$ cat src/hw/rtl/mva_pkg.sv
package mva_pkg;

   // Field widths
   localparam int KEY_W    = 7;
   localparam int VEL_W    = 7;
   localparam int OP_W     = 2;
   localparam int IVOICE_W = 3;
   localparam int VOICE_W  = 3;
   localparam int INC_W    = 34;
   localparam int LEVEL_W  = 16;
   localparam int SCALE_W  = 20;
   localparam int ROM_W    = 14;
   localparam int CSR_IDX_W  = 2;
   localparam int CSR_DATA_W = 20;

   // Defaults and limits
   localparam int VOICE_COUNT_DEF = 8;
   localparam int MAX_RESULTS     = 8;
   localparam int REPORT_W        = 4;
   localparam int VEL_SHIFT       = 9;
   localparam logic [LEVEL_W-1:0] ENV_MAX_RESET   = 16'hFFFF;
   localparam logic [SCALE_W-1:0] INC_SCALE_RESET = 20'd500000;

   // Operation codes
   localparam logic [OP_W-1:0] OP_NOTE_ON    = 2'd0;
   localparam logic [OP_W-1:0] OP_NOTE_OFF   = 2'd1;
   localparam logic [OP_W-1:0] OP_VOICE_IDLE = 2'd2;

   // Result action codes
   localparam logic ACT_START   = 1'b0;
   localparam logic ACT_RELEASE = 1'b1;

   // Configuration register indexes
   localparam logic [CSR_IDX_W-1:0] CSR_ENV_MAX   = 2'd0;
   localparam logic [CSR_IDX_W-1:0] CSR_INC_SCALE = 2'd1;

   // Sequencer states
   typedef enum logic [1:0] {
      ST_IDLE,
      ST_READ,
      ST_CHECK,
      ST_FINISH
   } state_type;

   // Write controls from the sequencer to the voice store
   typedef struct packed {
      logic wr_key;
      logic wr_level;
      logic set_busy;
      logic clr_busy;
   } wr_ctl_type;

   // Pitch table, one entry per MIDI key
   localparam logic [ROM_W-1:0] PITCH_ROM [128] = '{
      14'd8, 14'd9, 14'd9, 14'd10, 14'd10, 14'd11, 14'd12, 14'd12,
      14'd13, 14'd14, 14'd15, 14'd15, 14'd16, 14'd17, 14'd18, 14'd19,
      14'd21, 14'd22, 14'd23, 14'd24, 14'd26, 14'd28, 14'd29, 14'd31,
      14'd33, 14'd35, 14'd37, 14'd39, 14'd41, 14'd44, 14'd46, 14'd49,
      14'd52, 14'd55, 14'd58, 14'd62, 14'd65, 14'd69, 14'd73, 14'd78,
      14'd82, 14'd87, 14'd92, 14'd98, 14'd104, 14'd110, 14'd117, 14'd123,
      14'd131, 14'd139, 14'd147, 14'd156, 14'd165, 14'd175, 14'd185, 14'd196,
      14'd208, 14'd220, 14'd233, 14'd247, 14'd262, 14'd277, 14'd294, 14'd311,
      14'd330, 14'd349, 14'd370, 14'd392, 14'd415, 14'd440, 14'd466, 14'd494,
      14'd523, 14'd554, 14'd587, 14'd622, 14'd659, 14'd698, 14'd740, 14'd784,
      14'd831, 14'd880, 14'd932, 14'd988, 14'd1047, 14'd1109, 14'd1175, 14'd1245,
      14'd1319, 14'd1397, 14'd1480, 14'd1568, 14'd1661, 14'd1760, 14'd1865,
      14'd1976,
      14'd2093, 14'd2217, 14'd2349, 14'd2489, 14'd2637, 14'd2794, 14'd2960,
      14'd3136,
      14'd3322, 14'd3520, 14'd3729, 14'd3951, 14'd4186, 14'd4435, 14'd4699,
      14'd4978,
      14'd5274, 14'd5588, 14'd5920, 14'd6272, 14'd6645, 14'd7040, 14'd7459,
      14'd7902,
      14'd8372, 14'd8870, 14'd9397, 14'd9956, 14'd10548, 14'd11175, 14'd11840,
      14'd12544
   };

   function automatic logic [ROM_W-1:0] pitch_lookup(input logic [KEY_W-1:0] key);
      return PITCH_ROM[key];
   endfunction

endpackage

$ cat src/hw/rtl/mva_channels.sv
// Note event channel
interface mva_req_if;
   import mva_pkg::*;
   logic                valid;
   logic                ready;
   logic [OP_W-1:0]     op;
   logic [KEY_W-1:0]    key;
   logic [VEL_W-1:0]    velocity;
   logic [IVOICE_W-1:0] idle_voice;
   modport source (output valid, op, key, velocity, idle_voice, input ready);
   modport sink   (input valid, op, key, velocity, idle_voice, output ready);
endinterface

// Voice result channel
interface mva_rsp_if;
   import mva_pkg::*;
   logic               valid;
   logic               ready;
   logic               hit;
   logic               action;
   logic [VOICE_W-1:0] voice;
   logic [KEY_W-1:0]   note;
   logic [INC_W-1:0]   phase_increment;
   logic [LEVEL_W-1:0] level;
   logic               last;
   modport source (output valid, hit, action, voice, note, phase_increment, level, last,
                   input ready);
   modport sink   (input valid, hit, action, voice, note, phase_increment, level, last,
                   output ready);
endinterface

// Register write channel
interface mva_csr_if;
   import mva_pkg::*;
   logic                  valid;
   logic                  ready;
   logic [CSR_IDX_W-1:0]  index;
   logic [CSR_DATA_W-1:0] data;
   modport source (output valid, index, data, input ready);
   modport sink   (input valid, index, data, output ready);
endinterface

$ cat src/hw/rtl/midi_voice_allocator.sv
// Channel   Port      Dir  Carries
// -------   -------   ---  ----------------------------------------------
// request   req_bus   in   op, key, velocity, idle_voice
// result    rsp_bus   out  hit, action, voice, note, phase_increment, level, last
// config    csr_bus   in   index, data (0 attack level clamp, 1 increment scale)
//
// Note-on and note-off walk every voice in turn: the sequencer reads and
// compares one voice per read/check pair through the single registered
// key/level read port, then finishes with one multiply. Voice-idle and
// unused ops are handled in the idle state. Result stalls hold the scan only
// when a release or the final result finds the output register still full.
// Reset is synchronous and resets voice valid/busy, state, result valid and config.
module midi_voice_allocator #(
   parameter int VOICE_COUNT = mva_pkg::VOICE_COUNT_DEF
) (
   input logic         clock,
   input logic         reset,
   mva_req_if.sink     req_bus,
   mva_rsp_if.source   rsp_bus,
   mva_csr_if.sink     csr_bus
);
   import mva_pkg::*;

   localparam int VIDX_W = (VOICE_COUNT > 1) ? $clog2(VOICE_COUNT) : 1;

   logic [LEVEL_W-1:0] env_max_ff, env_max_in;
   logic [SCALE_W-1:0] inc_scale_ff, inc_scale_in;

   wr_ctl_type          ctl;
   logic [VIDX_W-1:0]   wr_addr;
   logic [KEY_W-1:0]    wr_key;
   logic [LEVEL_W-1:0]  wr_level;
   logic [VIDX_W-1:0]   clr_addr;
   logic                rd_en;
   logic [VIDX_W-1:0]   rd_addr;
   logic [KEY_W-1:0]    rd_key;
   logic [LEVEL_W-1:0]  rd_level;
   logic [VOICE_COUNT-1:0] busy;

   // Configuration writes; unknown indexes are dropped
   assign csr_bus.ready = 1'b1;

   always_comb begin
      env_max_in   = env_max_ff;
      inc_scale_in = inc_scale_ff;
      if (csr_bus.valid) begin
         if (csr_bus.index == CSR_ENV_MAX) begin
            env_max_in = csr_bus.data[LEVEL_W-1:0];
         end else if (csr_bus.index == CSR_INC_SCALE) begin
            inc_scale_in = csr_bus.data[SCALE_W-1:0];
         end
      end
   end

   always_ff @(posedge clock) begin
      if (reset) begin
         env_max_ff   <= ENV_MAX_RESET;
         inc_scale_ff <= INC_SCALE_RESET;
      end else begin
         env_max_ff   <= env_max_in;
         inc_scale_ff <= inc_scale_in;
      end
   end

   mva_scan_ctrl #(
      .VOICE_COUNT (VOICE_COUNT),
      .VIDX_W      (VIDX_W)
   ) u_scan_ctrl (
      .clock     (clock),
      .reset     (reset),
      .req_bus   (req_bus),
      .rsp_bus   (rsp_bus),
      .env_max   (env_max_ff),
      .inc_scale (inc_scale_ff),
      .ctl       (ctl),
      .wr_addr   (wr_addr),
      .wr_key    (wr_key),
      .wr_level  (wr_level),
      .clr_addr  (clr_addr),
      .rd_en     (rd_en),
      .rd_addr   (rd_addr),
      .rd_key    (rd_key),
      .rd_level  (rd_level),
      .busy      (busy)
   );

   mva_voice_store #(
      .VOICE_COUNT (VOICE_COUNT),
      .VIDX_W      (VIDX_W)
   ) u_voice_store (
      .clock    (clock),
      .reset    (reset),
      .ctl      (ctl),
      .wr_addr  (wr_addr),
      .wr_key   (wr_key),
      .wr_level (wr_level),
      .clr_addr (clr_addr),
      .rd_en    (rd_en),
      .rd_addr  (rd_addr),
      .rd_key   (rd_key),
      .rd_level (rd_level),
      .busy     (busy)
   );

endmodule

$ cat src/hw/rtl/mva_voice_store.sv
module mva_voice_store #(
   parameter int VOICE_COUNT = mva_pkg::VOICE_COUNT_DEF,
   parameter int VIDX_W      = 3
) (
   input  logic                        clock,
   input  logic                        reset,
   input  mva_pkg::wr_ctl_type         ctl,
   input  logic [VIDX_W-1:0]           wr_addr,
   input  logic [mva_pkg::KEY_W-1:0]   wr_key,
   input  logic [mva_pkg::LEVEL_W-1:0] wr_level,
   input  logic [VIDX_W-1:0]           clr_addr,
   input  logic                        rd_en,
   input  logic [VIDX_W-1:0]           rd_addr,
   output logic [mva_pkg::KEY_W-1:0]   rd_key,
   output logic [mva_pkg::LEVEL_W-1:0] rd_level,
   output logic [VOICE_COUNT-1:0]      busy
);
   import mva_pkg::*;

   logic [KEY_W-1:0]   key_mem   [VOICE_COUNT];
   logic [LEVEL_W-1:0] level_mem [VOICE_COUNT];
   logic [VOICE_COUNT-1:0] valid_ff, valid_in;
   logic [VOICE_COUNT-1:0] busy_ff, busy_in;
   logic [KEY_W-1:0]   rd_key_ff;
   logic [LEVEL_W-1:0] rd_level_ff;

   // Mark voices assigned and busy; drop busy on an idle event
   always_comb begin
      valid_in = valid_ff;
      busy_in  = busy_ff;
      if (ctl.wr_level) begin
         valid_in[wr_addr] = 1'b1;
      end
      if (ctl.set_busy) begin
         busy_in[wr_addr] = 1'b1;
      end
      if (ctl.clr_busy) begin
         busy_in[clr_addr] = 1'b0;
      end
   end

   always_ff @(posedge clock) begin
      if (reset) begin
         valid_ff <= '0;
         busy_ff  <= '0;
      end else begin
         valid_ff <= valid_in;
         busy_ff  <= busy_in;
      end
   end

   // Write key and level entries
   always_ff @(posedge clock) begin
      if (ctl.wr_key) begin
         key_mem[wr_addr] <= wr_key;
      end
      if (ctl.wr_level) begin
         level_mem[wr_addr] <= wr_level;
      end
   end

   // Registered read; an unassigned voice reads as key 0, level 0
   always_ff @(posedge clock) begin
      if (rd_en) begin
         rd_key_ff   <= valid_ff[rd_addr] ? key_mem[rd_addr] : '0;
         rd_level_ff <= valid_ff[rd_addr] ? level_mem[rd_addr] : '0;
      end
   end

   assign rd_key   = rd_key_ff;
   assign rd_level = rd_level_ff;
   assign busy     = busy_ff;

endmodule

$ cat src/hw/rtl/mva_scan_ctrl.sv
module mva_scan_ctrl #(
   parameter int VOICE_COUNT = mva_pkg::VOICE_COUNT_DEF,
   parameter int VIDX_W      = 3
) (
   input  logic                        clock,
   input  logic                        reset,
   mva_req_if.sink                     req_bus,
   mva_rsp_if.source                   rsp_bus,
   input  logic [mva_pkg::LEVEL_W-1:0] env_max,
   input  logic [mva_pkg::SCALE_W-1:0] inc_scale,
   output mva_pkg::wr_ctl_type         ctl,
   output logic [VIDX_W-1:0]           wr_addr,
   output logic [mva_pkg::KEY_W-1:0]   wr_key,
   output logic [mva_pkg::LEVEL_W-1:0] wr_level,
   output logic [VIDX_W-1:0]           clr_addr,
   output logic                        rd_en,
   output logic [VIDX_W-1:0]           rd_addr,
   input  logic [mva_pkg::KEY_W-1:0]   rd_key,
   input  logic [mva_pkg::LEVEL_W-1:0] rd_level,
   input  logic [VOICE_COUNT-1:0]      busy
);
   import mva_pkg::*;

   localparam logic [VIDX_W-1:0]   LAST_IDX = VIDX_W'(VOICE_COUNT - 1);
   localparam logic [REPORT_W-1:0] REPORT_FULL = REPORT_W'(MAX_RESULTS);

   state_type state_ff, state_in;
   logic [OP_W-1:0]     op_ff, op_in;
   logic [KEY_W-1:0]    key_ff, key_in;
   logic [LEVEL_W-1:0]  level_ff, level_in;
   logic [VIDX_W-1:0]   idx_ff, idx_in;
   logic                found_ff, found_in;
   logic [VIDX_W-1:0]   found_idx_ff, found_idx_in;
   logic                free_ff, free_in;
   logic [VIDX_W-1:0]   free_idx_ff, free_idx_in;
   logic                pend_ff, pend_in;
   logic [VIDX_W-1:0]   pend_idx_ff, pend_idx_in;
   logic [LEVEL_W-1:0]  pend_level_ff, pend_level_in;
   logic [REPORT_W-1:0] count_ff, count_in;

   logic               rsp_valid_ff, rsp_valid_in;
   logic               rsp_hit_ff, rsp_hit_in;
   logic               rsp_action_ff, rsp_action_in;
   logic [VOICE_W-1:0] rsp_voice_ff, rsp_voice_in;
   logic [KEY_W-1:0]   rsp_note_ff, rsp_note_in;
   logic [INC_W-1:0]   rsp_inc_ff, rsp_inc_in;
   logic [LEVEL_W-1:0] rsp_level_ff, rsp_level_in;
   logic               rsp_last_ff, rsp_last_in;

   logic [LEVEL_W-1:0] vel_level;
   logic [INC_W-1:0]   inc_prod;
   logic [VIDX_W-1:0]  sel_idx;
   logic               out_free;
   logic               match;
   logic               step_done;
   logic               idle_in_range;

   // Shared key comparator, one voice per check cycle
   assign match = (rd_key == key_ff);

   assign vel_level     = {req_bus.velocity, VEL_SHIFT'(0)};
   assign inc_prod      = inc_scale * pitch_lookup(key_ff);
   assign sel_idx       = found_ff ? found_idx_ff : free_idx_ff;
   assign out_free      = !rsp_valid_ff || rsp_bus.ready;
   assign idle_in_range = ({29'd0, req_bus.idle_voice} < 32'(VOICE_COUNT));

   // Sequencer: accept, scan one voice per read/check pair, finish
   always_comb begin
      state_in      = state_ff;
      op_in         = op_ff;
      key_in        = key_ff;
      level_in      = level_ff;
      idx_in        = idx_ff;
      found_in      = found_ff;
      found_idx_in  = found_idx_ff;
      free_in       = free_ff;
      free_idx_in   = free_idx_ff;
      pend_in       = pend_ff;
      pend_idx_in   = pend_idx_ff;
      pend_level_in = pend_level_ff;
      count_in      = count_ff;
      rsp_valid_in  = rsp_valid_ff && !rsp_bus.ready;
      rsp_hit_in    = rsp_hit_ff;
      rsp_action_in = rsp_action_ff;
      rsp_voice_in  = rsp_voice_ff;
      rsp_note_in   = rsp_note_ff;
      rsp_inc_in    = rsp_inc_ff;
      rsp_level_in  = rsp_level_ff;
      rsp_last_in   = rsp_last_ff;
      ctl           = '0;
      wr_addr       = idx_ff;
      wr_key        = '0;
      wr_level      = level_ff;
      clr_addr      = VIDX_W'(req_bus.idle_voice);
      rd_en         = 1'b0;
      rd_addr       = idx_ff;
      req_bus.ready = 1'b0;
      step_done     = 1'b1;

      unique case (state_ff)
         ST_IDLE: begin
            req_bus.ready = 1'b1;
            if (req_bus.valid) begin
               op_in    = req_bus.op;
               key_in   = req_bus.key;
               level_in = (vel_level > env_max) ? env_max : vel_level;
               idx_in   = '0;
               found_in = 1'b0;
               free_in  = 1'b0;
               pend_in  = 1'b0;
               count_in = '0;
               if (req_bus.op == OP_NOTE_ON || req_bus.op == OP_NOTE_OFF) begin
                  state_in = ST_READ;
               end else if (req_bus.op == OP_VOICE_IDLE) begin
                  ctl.clr_busy = idle_in_range;
               end
            end
         end

         ST_READ: begin
            rd_en    = 1'b1;
            state_in = ST_CHECK;
         end

         ST_CHECK: begin
            if (op_ff == OP_NOTE_ON) begin
               // Keep the lowest key match and the lowest idle voice
               if (match && !found_ff) begin
                  found_in     = 1'b1;
                  found_idx_in = idx_ff;
               end
               if (!busy[idx_ff] && !free_ff) begin
                  free_in     = 1'b1;
                  free_idx_in = idx_ff;
               end
            end else if (match) begin
               // Release: clear the key, report up to the result limit
               if (count_ff == REPORT_FULL) begin
                  ctl.wr_key = 1'b1;
               end else if (pend_ff && !out_free) begin
                  step_done = 1'b0;
               end else begin
                  ctl.wr_key = 1'b1;
                  if (pend_ff) begin
                     rsp_valid_in  = 1'b1;
                     rsp_hit_in    = 1'b1;
                     rsp_action_in = ACT_RELEASE;
                     rsp_voice_in  = VOICE_W'(pend_idx_ff);
                     rsp_note_in   = key_ff;
                     rsp_inc_in    = '0;
                     rsp_level_in  = pend_level_ff;
                     rsp_last_in   = 1'b0;
                  end
                  pend_in       = 1'b1;
                  pend_idx_in   = idx_ff;
                  pend_level_in = rd_level;
                  count_in      = count_ff + REPORT_W'(1);
               end
            end
            if (step_done) begin
               if (idx_ff == LAST_IDX) begin
                  state_in = ST_FINISH;
               end else begin
                  idx_in   = idx_ff + VIDX_W'(1);
                  state_in = ST_READ;
               end
            end
         end

         ST_FINISH: begin
            if (out_free) begin
               state_in     = ST_IDLE;
               rsp_valid_in = 1'b1;
               rsp_note_in  = key_ff;
               rsp_last_in  = 1'b1;
               rsp_hit_in   = 1'b0;
               rsp_voice_in = '0;
               rsp_inc_in   = '0;
               rsp_level_in = '0;
               if (op_ff == OP_NOTE_ON) begin
                  rsp_action_in = ACT_START;
                  if (found_ff || free_ff) begin
                     rsp_hit_in    = 1'b1;
                     rsp_voice_in  = VOICE_W'(sel_idx);
                     rsp_inc_in    = inc_prod;
                     rsp_level_in  = level_ff;
                     ctl.wr_key    = 1'b1;
                     ctl.wr_level  = 1'b1;
                     ctl.set_busy  = 1'b1;
                     wr_addr       = sel_idx;
                     wr_key        = key_ff;
                  end
               end else begin
                  rsp_action_in = ACT_RELEASE;
                  if (pend_ff) begin
                     rsp_hit_in   = 1'b1;
                     rsp_voice_in = VOICE_W'(pend_idx_ff);
                     rsp_level_in = pend_level_ff;
                  end
               end
            end
         end

         default: begin
            state_in = ST_IDLE;
         end
      endcase
   end

   // Control registers
   always_ff @(posedge clock) begin
      if (reset) begin
         state_ff     <= ST_IDLE;
         rsp_valid_ff <= 1'b0;
      end else begin
         state_ff     <= state_in;
         rsp_valid_ff <= rsp_valid_in;
      end
   end

   // Working and result payload registers
   always_ff @(posedge clock) begin
      op_ff         <= op_in;
      key_ff        <= key_in;
      level_ff      <= level_in;
      idx_ff        <= idx_in;
      found_ff      <= found_in;
      found_idx_ff  <= found_idx_in;
      free_ff       <= free_in;
      free_idx_ff   <= free_idx_in;
      pend_ff       <= pend_in;
      pend_idx_ff   <= pend_idx_in;
      pend_level_ff <= pend_level_in;
      count_ff      <= count_in;
      rsp_hit_ff    <= rsp_hit_in;
      rsp_action_ff <= rsp_action_in;
      rsp_voice_ff  <= rsp_voice_in;
      rsp_note_ff   <= rsp_note_in;
      rsp_inc_ff    <= rsp_inc_in;
      rsp_level_ff  <= rsp_level_in;
      rsp_last_ff   <= rsp_last_in;
   end

   assign rsp_bus.valid           = rsp_valid_ff;
   assign rsp_bus.hit             = rsp_hit_ff;
   assign rsp_bus.action          = rsp_action_ff;
   assign rsp_bus.voice           = rsp_voice_ff;
   assign rsp_bus.note            = rsp_note_ff;
   assign rsp_bus.phase_increment = rsp_inc_ff;
   assign rsp_bus.level           = rsp_level_ff;
   assign rsp_bus.last            = rsp_last_ff;

endmodule

$ cat src/flat_wrapper.sv
// flat-port wrapper written by rule: the top's interface ports become plain ports
module midi_voice_allocator_flat import mva_pkg::*;
#(
   parameter int VOICE_COUNT = mva_pkg::VOICE_COUNT_DEF
)
  (clock, reset, req_bus_valid, req_bus_op, req_bus_key, req_bus_velocity, req_bus_idle_voice, req_bus_ready, rsp_bus_valid, rsp_bus_hit, rsp_bus_action, rsp_bus_voice, rsp_bus_note, rsp_bus_phase_increment, rsp_bus_level, rsp_bus_last, rsp_bus_ready, csr_bus_valid, csr_bus_index, csr_bus_data, csr_bus_ready);
  mva_req_if req_bus_i ();
  mva_rsp_if rsp_bus_i ();
  mva_csr_if csr_bus_i ();
  input logic clock;
  input logic reset;
  input wire logic [$bits(req_bus_i.valid)-1:0] req_bus_valid;
  input wire logic [$bits(req_bus_i.op)-1:0] req_bus_op;
  input wire logic [$bits(req_bus_i.key)-1:0] req_bus_key;
  input wire logic [$bits(req_bus_i.velocity)-1:0] req_bus_velocity;
  input wire logic [$bits(req_bus_i.idle_voice)-1:0] req_bus_idle_voice;
  output wire logic [$bits(req_bus_i.ready)-1:0] req_bus_ready;
  output wire logic [$bits(rsp_bus_i.valid)-1:0] rsp_bus_valid;
  output wire logic [$bits(rsp_bus_i.hit)-1:0] rsp_bus_hit;
  output wire logic [$bits(rsp_bus_i.action)-1:0] rsp_bus_action;
  output wire logic [$bits(rsp_bus_i.voice)-1:0] rsp_bus_voice;
  output wire logic [$bits(rsp_bus_i.note)-1:0] rsp_bus_note;
  output wire logic [$bits(rsp_bus_i.phase_increment)-1:0] rsp_bus_phase_increment;
  output wire logic [$bits(rsp_bus_i.level)-1:0] rsp_bus_level;
  output wire logic [$bits(rsp_bus_i.last)-1:0] rsp_bus_last;
  input wire logic [$bits(rsp_bus_i.ready)-1:0] rsp_bus_ready;
  input wire logic [$bits(csr_bus_i.valid)-1:0] csr_bus_valid;
  input wire logic [$bits(csr_bus_i.index)-1:0] csr_bus_index;
  input wire logic [$bits(csr_bus_i.data)-1:0] csr_bus_data;
  output wire logic [$bits(csr_bus_i.ready)-1:0] csr_bus_ready;
  assign req_bus_i.valid = req_bus_valid;
  assign req_bus_i.op = req_bus_op;
  assign req_bus_i.key = req_bus_key;
  assign req_bus_i.velocity = req_bus_velocity;
  assign req_bus_i.idle_voice = req_bus_idle_voice;
  assign req_bus_ready = req_bus_i.ready;
  assign rsp_bus_valid = rsp_bus_i.valid;
  assign rsp_bus_hit = rsp_bus_i.hit;
  assign rsp_bus_action = rsp_bus_i.action;
  assign rsp_bus_voice = rsp_bus_i.voice;
  assign rsp_bus_note = rsp_bus_i.note;
  assign rsp_bus_phase_increment = rsp_bus_i.phase_increment;
  assign rsp_bus_level = rsp_bus_i.level;
  assign rsp_bus_last = rsp_bus_i.last;
  assign rsp_bus_i.ready = rsp_bus_ready;
  assign csr_bus_i.valid = csr_bus_valid;
  assign csr_bus_i.index = csr_bus_index;
  assign csr_bus_i.data = csr_bus_data;
  assign csr_bus_ready = csr_bus_i.ready;
  midi_voice_allocator #(.VOICE_COUNT(VOICE_COUNT)) u_core (.clock(clock), .reset(reset), .req_bus(req_bus_i), .rsp_bus(rsp_bus_i), .csr_bus(csr_bus_i));
endmodule
$ cat config.mk
export PLATFORM = sky130hd
export DESIGN_NAME = midi_voice_allocator_flat
export DESIGN_NICKNAME = d
export VERILOG_FILES = /design/src/hw/rtl/mva_pkg.sv /design/src/hw/rtl/mva_channels.sv /design/src/hw/rtl/midi_voice_allocator.sv /design/src/hw/rtl/mva_voice_store.sv /design/src/hw/rtl/mva_scan_ctrl.sv /design/src/flat_wrapper.sv
export SDC_FILE = /design/constraint.sdc
export NUM_CORES = 1
export LEC_CHECK = 0
export BUFFER_PORTS_ARGS = -buffer_cell sky130_fd_sc_hd__buf_2
export CORE_MARGIN = 2
export CORE_UTILIZATION = 40
export CTS_BUF_LIST = sky130_fd_sc_hd__clkbuf_4 sky130_fd_sc_hd__clkbuf_8
export DETAILED_ROUTE_END_ITERATION = 10
export HOLD_SLACK_MARGIN = 0.15
export SYNTH_ARGS = -nofsm -noshare
export SYNTH_HDL_FRONTEND = slang
export SYNTH_SLANG_ARGS = --single-unit
$ cat constraint.sdc
create_clock -name clock -period 24.8 [get_ports clock]
set_clock_uncertainty 0.2 [all_clocks]
set_input_delay 2.48 -clock clock [delete_from_list [all_inputs] [get_ports clock]]
set_output_delay 2.48 -clock clock [all_outputs]
set_load 0.05 [all_outputs]
; After elaboration in Yosys (flattened, before gate mapping)
; Memories as Yosys holds them, arrays and structs flattened. A register that Yosys moved wholly into a read port is not among the register bits.
; Index checks and enable logic that the tools add are counted.
[op_classes]
n_addsub = 2
order_cmp = 7
mul = 1
bitwise = 9
n_reduce_logical = 35
n_eq_ne = 22
n_mux = 135
[op_table]
columns = cell, count
row1 = $mux W34, 8
row2 = $mux W16, 10
row3 = $mux W7, 10
row4 = $pmux W34 S2, 1
row5 = $mux W3, 20
row6 = $mux W1, 53
row7 = $mul A20 B14 Y34, 1
row8 = $pmux W16 S2, 1
row9 = $mux W14, 2
row10 = $ne A2 B2 Y1 const B, 12
row11 = $mux W4, 5
row12 = $gt A16 B16 Y1, 1
row13 = $mux W8, 2
row14 = $or A8 B8 Y8, 2
row15 = $pmux W1 S2, 8
row16 = $reduce_and A4 Y1, 4
row17 = $pmux W7 S2, 1
row18 = $lt A3 B4 Y1 const B, 3
row19 = $mux W2, 6
row20 = $pmux W3 S2, 2
row21 = $reduce_and A3 Y1, 3
row22 = $and A8 B8 Y8, 1
row23 = $ge A8 B8 Y1 const B, 1
row24 = $logic_not A1 Y1, 8
row25 = 24 further kinds, 46
[word_totals]
output_inout_bits = 66
mem_bits_rw = 184
mem_bits_ro = 1792
input_bits = 46
n_memories = 3
word_cells = 240
ff_bits = 178
[memory_table]
columns = name, words, word_bits, rd, rd_clocked_by_memory_dff, wr, line_no
row1 = (no name shown), 128, 14, 1, 0, 0, mva_pkg.sv:79  ; return PITCH_ROM[key];
row2 = u_core.u_voice_store.level_mem, 8, 16, 1, 1, 1, mva_voice_store.sv:21  ; logic [LEVEL_W-1:0] level_mem [VOICE_COUNT];
row3 = u_core.u_voice_store.key_mem, 8, 7, 1, 1, 1, mva_voice_store.sv:20  ; logic [KEY_W-1:0] key_mem [VOICE_COUNT];

; Depth between registers and ports, before layout
; Gate-level depths: netlist (run 1).
[depth]
word_depth = 13
ltp_mapped = 33
mapped_depth_nobuf = 29

; By module
; A second synthesis (run 1) with hierarchy kept.
[unflattened]
cells_unflattened = 2284
hier_area_um2 = 26326.5
[modules_own_cells]
columns = module, seq_area_each_um2, n_inst, area_each_um2, cells_per_inst
row1 = mva_scan_ctrl, 3753.6, 1, 16184.3, 1730
row2 = mva_voice_store, 6536.3, 1, 8604.5, 398
row3 = midi_voice_allocator, 720.7, 1, 1537.7, 156

; Worst setup path before layout (run 1)
; Ideal clock, no wire load.
[synth_timing]
path_kind = register to register
from = register u_core.u_scan_ctrl.key_ff[1]
to = register u_core.u_scan_ctrl.rsp_inc_ff[23] (netlist: u_core.u_scan_ctrl.rsp_bus.phase_increment[23]), data pin
path_stages_with_launch = 32
required_time_ns = 24.331
arrival_time_ns = 7.434
setup_slack_ns = 16.897
period_less_slack_ns = 7.903
n_path_buf = 4
setup_ns = 0.269
cell_sequence = edfxtp_1 -> clkbuf_1 -> inv_1 -> ha_1 -> clkbuf_1 -> nand2_1 -> a21oi_1 -> a21oi_1 -> nor2_1 -> a21oi_1 -> mux4_2 -> buf_6 -> and2_4 -> fa_1 -> inv_1 -> fa_1 -> inv_1 -> fa_1 -> fa_1 -> fa_1 -> inv_1 -> fa_1 -> inv_1 -> ha_1 -> buf_2 -> and4_1 -> and2b_1 -> a311oi_2 -> a31oi_1 -> a31oi_1 -> mux2i_1 -> o21ai_0
[synth_via]
elab_chain_cells = 9
[synth_lines]
columns = item, line_no
row1 = from (decl), mva_scan_ctrl.sv:29  ; logic [KEY_W-1:0] key_ff, key_in;
row2 = from (signal assigned), mva_scan_ctrl.sv:224  ; key_ff <= key_in;
row3 = $not A7 Y8 (not written as such), mva_pkg.sv:79
row4 = $mem_v2 Z128 W14, n/a
row5 = $mux W14 (not written as such) (2 in series), mva_pkg.sv:79
row6 = $mul A20 B14 Y34, mva_scan_ctrl.sv:62  ; assign inc_prod = inc_scale * pitch_lookup(key_ff);
row7 = $mux W34, mva_scan_ctrl.sv:182  ; if (found_ff || free_ff) begin
row8 = $mux W34, mva_scan_ctrl.sv:180  ; if (op_ff == OP_NOTE_ON) begin
row9 = $mux W34, mva_scan_ctrl.sv:171  ; if (out_free) begin
row10 = $pmux W34 S2, mva_scan_ctrl.sv:100  ; unique case (state_ff)
row11 = to (signal assigned), mva_scan_ctrl.sv:239  ; rsp_inc_ff <= rsp_inc_in;
row12 = to (decl), mva_scan_ctrl.sv:46  ; logic [INC_W-1:0] rsp_inc_ff, rsp_inc_in;
; No other way between the ends. The select of a mux whose other input is x is not followed.
; A chain may end at the register's enable or synchronous reset.

; Worst setup path in the final report (run 1)
[layout_timing]
from = register u_core.u_scan_ctrl.key_ff[0]
to = register u_core.u_scan_ctrl.rsp_inc_ff[23] (netlist: u_core.u_scan_ctrl.rsp_bus.phase_increment[23]), data pin
; The elaborated chain is that of the path after synthesis.

==> results of run 1 <==
[placed cells by master (no fill, tap or decap), drive strengths merged, types with 5 or more instances in the layout]
master	n
xor2	18
nor3	18
a21o	18
a31oi	16
a211oi	17
buf	141
ha	117
mux2i	12
nor2	130
nand2b	22
or2	5
nand3	14
xnor2	12
nand2	305
a211o	18
a311oi	9
fa	213
and2	108
clkinv	24
nand3b	9
nor3b	9
o21ai	53
mux2	12
nand4	10
a22o	16
and3	11
a21oi	114
dfxtp	55
inv	235
o31ai	11
mux4	57
o211ai	9
nor2b	52
o21a	10
edfxtp	330
clkbuf	88
[stage by stage]
step / worst slack, ns / std cells / util
2_1_floorplan: 16.90 / 2238 / -
3_3_place_gp: 16.08 / 3088 / 0.4257
3_5_place_dp: 15.98 / 3088 / 0.4257
4_1_cts: 15.96 / 3202 / 0.4452
5_1_grt: 15.44 / 3202 / 0.4452
6_report: 15.92 / 3202 / 0.4452
[per-layer routing]
layer	wire length (um)	up-vias	global-route usage
li1	-	7789	-
met3	4646	107	0.03674
met5	0	-	0
met4	1865	0	0.06072
met2	30100	603	0.3183
met1	28160	8557	0.2649
[cell usage after synthesis, types with 8 or more instances]
master | count | area share
edfxtp_1 | 330 | 0.39
nand2_1 | 305 | 0.045
inv_1 | 232 | 0.034
fa_1 | 213 | 0.17
nor2_1 | 129 | 0.019
ha_1 | 117 | 0.057
a21oi_1 | 113 | 0.022
and2_1 | 92 | 0.022
clkbuf_1 | 85 | 0.012
mux4_2 | 57 | 0.050
dfxtp_1 | 55 | 0.043
nor2b_1 | 52 | 0.013
o21ai_0 | 47 | 0.0092
buf_2 | 38 | 0.0074
nand2b_1 | 22 | 0.0054
a211o_1 | 18 | 0.0062
a21o_1 | 18 | 0.0053
xor2_1 | 18 | 0.0062
a211oi_1 | 17 | 0.0050
nor3_1 | 17 | 0.0033
a22o_1 | 16 | 0.0055
a31oi_1 | 16 | 0.0039
and2_4 | 16 | 0.0055
nand3_1 | 14 | 0.0027
mux2_2 | 12 | 0.0053
mux2i_1 | 12 | 0.0047
xnor2_1 | 12 | 0.0041
and3_1 | 11 | 0.0027
o31ai_1 | 11 | 0.0032
nand4_1 | 10 | 0.0024
o21a_1 | 10 | 0.0029
nand3b_1 | 9 | 0.0026
nor3b_1 | 9 | 0.0026
o211ai_1 | 9 | 0.0026
a311oi_1 | 8 | 0.0027
[registers in the layout, summed over array words and instances, names as in the netlist, 4 cells and up]
| register | flops |
|---|---|
| u_core.u_scan_ctrl.rsp_bus.note | 7 |
| u_core.u_scan_ctrl.wr_level | 16 |
| u_core.u_scan_ctrl.rsp_bus.phase_increment | 34 |
| u_core.u_scan_ctrl.rsp_bus.level | 16 |
| u_core.u_scan_ctrl.pend_level_ff | 16 |
| u_core.u_scan_ctrl.count_ff | 4 |
| u_core.u_voice_store.busy | 8 |
| u_core.u_voice_store.valid_ff | 8 |
| u_core.u_voice_store.rd_key | 7 |
| u_core.env_max_ff | 16 |
| u_core.u_scan_ctrl.key_ff | 7 |
| u_core.inc_scale_ff | 20 |
| u_core.u_voice_store.level_mem | 128 |
| u_core.u_voice_store.key_mem | 56 |
| u_core.u_voice_store.rd_level | 16 |
[kinds of logic after synthesis]
logic type               share of synthesized area
AND/OR/NAND/NOR                             0.1347
flip-flops                                  0.4300
buffers and inverters                      0.05844
adder cells (fa/ha/maj)                     0.2237
AO/OA/AOI/OAI                              0.08263
multiplexers                               0.06011
XOR/XNOR                                   0.01026
other                                    0.0001465
[area by class of cell]
cell class | count | area, sq um
Clock buffer | 88 | 1067
Clock inverter | 26 | 168.9
Fill cell | 5886 | 35060
Inverter | 236 | 885.9
Multi-Input combinational cell | 1480 | 13160
Sequential cell | 385 | 11010
Tap cell | 846 | 1059
Timing Repair Buffer | 141 | 783.3
[worst paths after layout]
check,end,from,cells past startpoint
worst max-delay path,u_core.u_scan_ctrl.rsp_bus.phase_increment[23],u_core.u_scan_ctrl.key_ff[0],27
worst min-delay path,u_core.u_scan_ctrl.pend_level_ff[3],u_core.u_voice_store.rd_level[3],0
worst max register to register,u_core.u_scan_ctrl.rsp_bus.phase_increment[23],u_core.u_scan_ctrl.key_ff[0],27
worst min register to register,u_core.u_scan_ctrl.pend_level_ff[3],u_core.u_voice_store.rd_level[3],0
[critical path, delay by kind of cell, from the launching register on]
family | cells | cell delay (ns)
fa+ha+maj | 8 | 3.86
compound gates | 7 | 1.36
simple gates | 5 | 0.97
mux | 2 | 0.91
flops | 1 | 0.82
buf+inv | 5 | 0.48
[power breakdown]
| group | switching (mW) | internal (mW) |
|---|---|---|
| clock | 0.262 | 0.281 |
| combinational | 0.766 | 0.521 |
| sequential | 0.0194 | 0.713 |
| total | 1.05 | 1.51 |
==> results.md, run 1 <==
- Initial antenna violation count: 0
- Hold_ws: 0.2134 ns
- Hold crit path type: register to register
- CP startpoint kind: register
- Tot GR Track Use: 0.1954
- Clk slew on worst S/H paths: 0.06 ns
- Die Y: 257.0 um
- FF+latch count, synth: 385
- Synthesized area per cell: 11.44 sq um
- Pin count of the biggest net entering global routing: 79
- Status: finished, final reports clean
- FFs w/ async S/R, synth: 0
- Slowest stage delay, CP: 0.82 ns
- DRT iter0 DRCs: 1500
- Worst VDD drop: 0.09727 mV
- Slowest CP cell: edfxtp_1
- Ys flop type: edfxtp_1
- Unrepaired setup endpoints after global routing: false
- CTS max path bufs: 3
- Via density: 5.327
- Post-Synthesis Cells: 2238
- Setup Buffers After CTS: 0
- Area after DPL: 26900 sq um
- Post-route cell area: 28140 sq um
- Num rows: 92
- First-pass GRT wire length: 100500 um
- PostCTS Resize Cnt: 0
- PwrDens: 91.03 nW/um^2
- Critical path capture point type: register
- Die Wd: 257.0 um
- Cts bufs inserted: 61
- Max Slew Vio Count: 0
- Max Cap Viol: 0
- Drt pass-1 iters: 5
- Post-DP HPWL: 44350 um
- WP data required: 25.00 ns
- Post-synthesis sequential area ratio: 0.4300
- # setup viols final: 0
- Final Hold Fails: 0
- Clock latency on the worst-skew pair: 0.71 ns
- IO Count: 112
- WP data arrival: 9.08 ns
- Area of the mapped netlist: 25600 sq um
- Most common cell on crit path: fa_1
- Lkg Pwr: 11.62 nW
- Post-synthesis net count: 2614
- Least-Margin Pin Slew: 1.109 ns
- Post-synth EDFFs: 330
- Initial core utilization: 0.4052
- # DRC: 0
- Proportion of layout cells with a drive suffix above 1: 0.1494
- IO buf count: 110
- Max frequency: 0.1127 GHz
- Final Power: 2.561 mW
- Fin nets: 2681
- GR Overflow Total: 0
- Clock sinks: 385
- Setup TNS: 0 ns
- Root buffer cell: clkbuf_8
- TritonCTS clock tree: built
- CTS H-tree lvls: 2
- Final RePlAce weighted congestion: 0.8675
- Synth cell types: 79
- Diodes inserted: 0
- Final WL: 64770 um
- Vias in the first global route: 17520
- Critical path class: register to register
- Core ar.: 63200 sq um
- Yosys warnings: 0
- R2r setup slk: 15.92 ns
- Slew HR: 0.2451
- Min Tclk post-route: 8.876 ns
- Wire length per cell: 20.23 um
- Area of the die: 66050 sq um
- Fin crit share: 0.3579
- Antenna-violating nets left: 0
- Hold buffer count at cts: 0
- Crit-path max FO: 20
- Vias: 17060
- Layout area overhead: 9.891%
(Power assumes the default switching activity.)
==> inputs of run 2 (changes only) <==
Settings changed: ABC_AREA set to 1.
Clock period 24.8 ns to 9.2 ns, I/O delays scaled along.
==> run 2 against run 1 <==
Compared with the run above: fmax is 8.0% higher; first-iteration DRC count grew 33%; count of clock-buffer cells in the layout is 13 higher; largest power group unchanged; highest routed layer is now met5; critical path type unchanged; sequential share of layout area fell by 1.4 points; synthesized cell count increased by 31%.
==> results.md, run 2 <==
- FILL cells: 6503 (+10%)
- CTS max path bufs: 3 (unchanged)
- Adder-cell area share of the yosys netlist: 0.2164 (-0.007297)
- Post-synth EDFFs: 330 (unchanged)
- Critical path class: register to register
- Most frequent cells in the layout: nand2_1, inv_1, edfxtp_1
- Final WL: 76430 um (+18%)
- Largest family of logic cells by synthesized area: adder cells
- Tot GR Track Use: 0.2284 (+0.03299)
- Root buffer cell: clkbuf_8
- Top cells by count, synth: nand2_1, inv_1, edfxtp_1
- Clock power share: 0.172 (-0.040)
- Sequential cell area: 11010 sq um (unchanged)
- FF+latch count, synth: 385 (unchanged)
- Proportion of layout cells with a drive suffix above 1: 0.1050 (-0.04438)
- Final Hold Fails: 0 (unchanged)
- Sequential fraction of design power: 0.208 (-0.078)
- Hold buffer count at cts: 0 (unchanged)
- Yosys warnings: 0 (unchanged)
- WP data arrival: 8.41 ns (-0.67 ns)
- Max frequency: 0.1217 GHz (+8.0%)
- TritonCTS clock tree: built
- Unrepaired setup endpoints after global routing: false
- Int Pwr: 4.854 mW (+220%)
- Clock sinks: 385 (unchanged)
- Post-DP HPWL: 55680 um (+26%)
- Max reg flops: 128 (unchanged)
- Post-Place Cells: 3821 (+24%)
- Global routing met1 resource utilization: 0.3334 (+0.06849)
- Pin count of the biggest net entering global routing: 97 (+23%)
- Initial core utilization: 0.4033 (-0.001861)
- Hold crit path type: register to register
- Most frequent cell after synthesis: nand2_1
- Global route hottest layer: met2
- Area of the die: 68240 sq um (+3.3%)
- Cts bufs inserted: 69 (+13%)
- R2r setup slk: 0.98 ns (-14.94 ns)
- Synth cell types: 48 (-39%)
- Fin crit share: 0.8930 (+0.5351)
- Max Slew Vio Count: 0 (unchanged)
- Fin nets: 3404 (+27%)
- Vias in the first global route: 20050 (+14%)
- Max Cap Viol: 0 (unchanged)
- Worst VDD drop: 0.4315 mV (+340%)
- CTS H-tree lvls: 3 (+1)
- PwrDens: 337.2 nW/um^2 (+270%)
- Area taken by multi-input logic gates: 13050 sq um (-0.86%)
- # DRC: 0 (unchanged)
- Wire length per cell: 19.35 um (-4.3%)
- M3 GR Usage: 0.05256 (+0.01581)
- # setup viols final: 0 (unchanged)
- Layout area overhead: 10.22%
- Crit-path max FO: 22 (+10%)
- Setup TNS: 0 ns (unchanged)
- Clk slew on worst S/H paths: 0.06 ns (about the same)
- Core ar.: 65630 sq um (+3.8%)
- Slew HR: 0.2466 (+0.001528)
- DRT iter0 DRCs: 1990 (+33%)
- Met2 Use GR: 0.3419 (+0.02365)
- First-pass GRT wire length: 118100 um (+18%)
- GR Overflow Total: 0 (unchanged)
- PostCTS Resize Cnt: 0 (unchanged)
- Setup Buffers After CTS: 0 (unchanged)
- Post-Synthesis Cells: 2938 (+31%)
- Pre-CTS setup slack: 1.106 ns (-14.87 ns)
- Final Power: 9.838 mW (+280%)
- Antenna-violating nets left: 0 (unchanged)
- FFs w/ async S/R, synth: 0 (unchanged)
- Switching share of power: 0.5066 (+0.09775)
- Combinational share of power: 0.619 (+0.117)
- Final RePlAce weighted congestion: 0.9794 (+13%)
- Most common cell after layout, fill and taps aside: nand2_1
- Yosys top cell by area: edfxtp_1
- Num rows: 94 (+2.2%)
- IO buf count: 110 (unchanged)
- XOR/XNOR Fraction of Synth Area: 0.003971 (-0.006291)
- IO Count: 112 (unchanged)
- Setup ws final: 0.9841 ns (-14.94 ns)
- Post-layout util: 0.4445 (-0.0007150)
- Post-synthesis net count: 3314 (+27%)
- Top post-synthesis cells by area: edfxtp_1, fa_1, nand2_1
- Die Y: 261.2 um (+1.6%)
- CP startpoint kind: register
- Synth Area in Simple Gates: 0.1847 (+0.05006)
- Die Wd: 261.2 um (+1.6%)
- Complex-gate fraction of the synthesized area: 0.08585 (+0.003214)
- Multiplexer share of the synthesized area: 0.0003782 (-0.05973)
- WP data required: 9.40 ns (-15.60 ns)
- Final Non-Filler Cells: 3950 (+23%)
- Via density: 5.179 (-2.8%)
- Critical path capture point type: register
- Synthesized area per cell: 9.009 sq um (-21%)
- Synth top area share: 0.3744 (-0.01262)
- Area of the mapped netlist: 26470 sq um (+3.4%)
- Initial antenna violation count: 3 (+3)
- Post-synthesis sequential area ratio: 0.4160 (-0.01403)
- Drt pass-1 iters: 6 (+1)
- Min Tclk post-route: 8.216 ns (-0.6600 ns)
- Largest Register: u_core.u_voice_store.level_mem
- Clock latency on the worst-skew pair: 0.68 ns (-0.03 ns)
- Ys flop type: edfxtp_1
- Status: finished, final reports clean
- Least-Margin Pin Slew: 1.126 ns (+0.01743 ns)
- Vias: 20460 (+20%)
- Net switching power: 4.984 mW (+380%)
- Lkg Pwr: 13.18 nW (+13%)
==> run 2: routing by layer <==
layer | wire length (um) | vias to the layer above
li1 | - | 9604
met1 | 34910 | 9915
met2 | 32840 | 809
met3 | 7064 | 124
met4 | 1597 | 4
met5 | 18 | -
==> run 2: worst paths after layout <==
| kind | depth (start not counted) | from | to |
|---|---|---|---|
| worst max-delay path | 27 | u_core.u_scan_ctrl.key_ff[3] | u_core.u_scan_ctrl.rsp_bus.phase_increment[33] |
| worst min register to register | 0 | u_core.u_voice_store.rd_level[7] | u_core.u_scan_ctrl.pend_level_ff[7] |
| worst max register to register | 27 | u_core.u_scan_ctrl.key_ff[3] | u_core.u_scan_ctrl.rsp_bus.phase_increment[33] |
| worst min-delay path | 0 | u_core.u_voice_store.rd_level[7] | u_core.u_scan_ctrl.pend_level_ff[7] |
==> run 2: power by group through the flow <==
stage	sequential [mW]	combinational, mW	clock (mW)
detailed placement	2.09	5.98	0
global route	2.06	7.02	1.81
global placement	2.09	5.99	0
floorplan	2.09	4.33	0
finish	2.05	6.09	1.70
CTS	2.05	6.03	1.73
==> run 2: stage by stage <==
step                      area [sq um]  hold WS [ns]
after global placement           27710        0.2010
after CTS                        29170        0.1883
after detailed placement         27710        0.2052
after floorplan                  26470        0.2003
final                            29170        0.2103
after global routing             29170        0.1937
==> run 2: cell families (layout without fill, tap and decap cells) <==
family,Yosys count,in the layout
flops,385,385
other cells,1,2
simple gates,1188,1188
compound gates,414,414
mux,1,1
fa+ha+maj,330,330
xor+xnor,12,12
buf+inv,607,754
==> run 2: layout make-up <==
cell class,instances,area share
repair buffers,133,0.02479
diodes,1,0.00008578
clock inverters,27,0.007849
well taps,864,0.03706
flip-flops and latches,385,0.3774
clock buffers,101,0.04207
inverters,493,0.06343
multi-input cells,1946,0.4473
==> run 2: worst max-delay path: stages, from the launching register on <==
cell,delay [ns]
edfxtp_1,0.61
inv_2,0.42
nand2_1,0.30
o21ai_0,0.49
nand2_1,0.09
nand2_1,0.12
nand3_1,0.55
buf_4,0.41
nand2_1,0.10
fa_1,0.45
fa_1,0.52
inv_1,0.06
fa_1,0.55
fa_1,0.44
fa_1,0.49
inv_1,0.05
fa_1,0.47
inv_1,0.04
ha_1,0.38
nand2_1,0.11
inv_1,0.08
nand2_1,0.10
nor3_1,0.34
nand2_1,0.11
nand2_1,0.17
nand2_1,0.09
a21oi_1,0.13
nor2_1,0.07
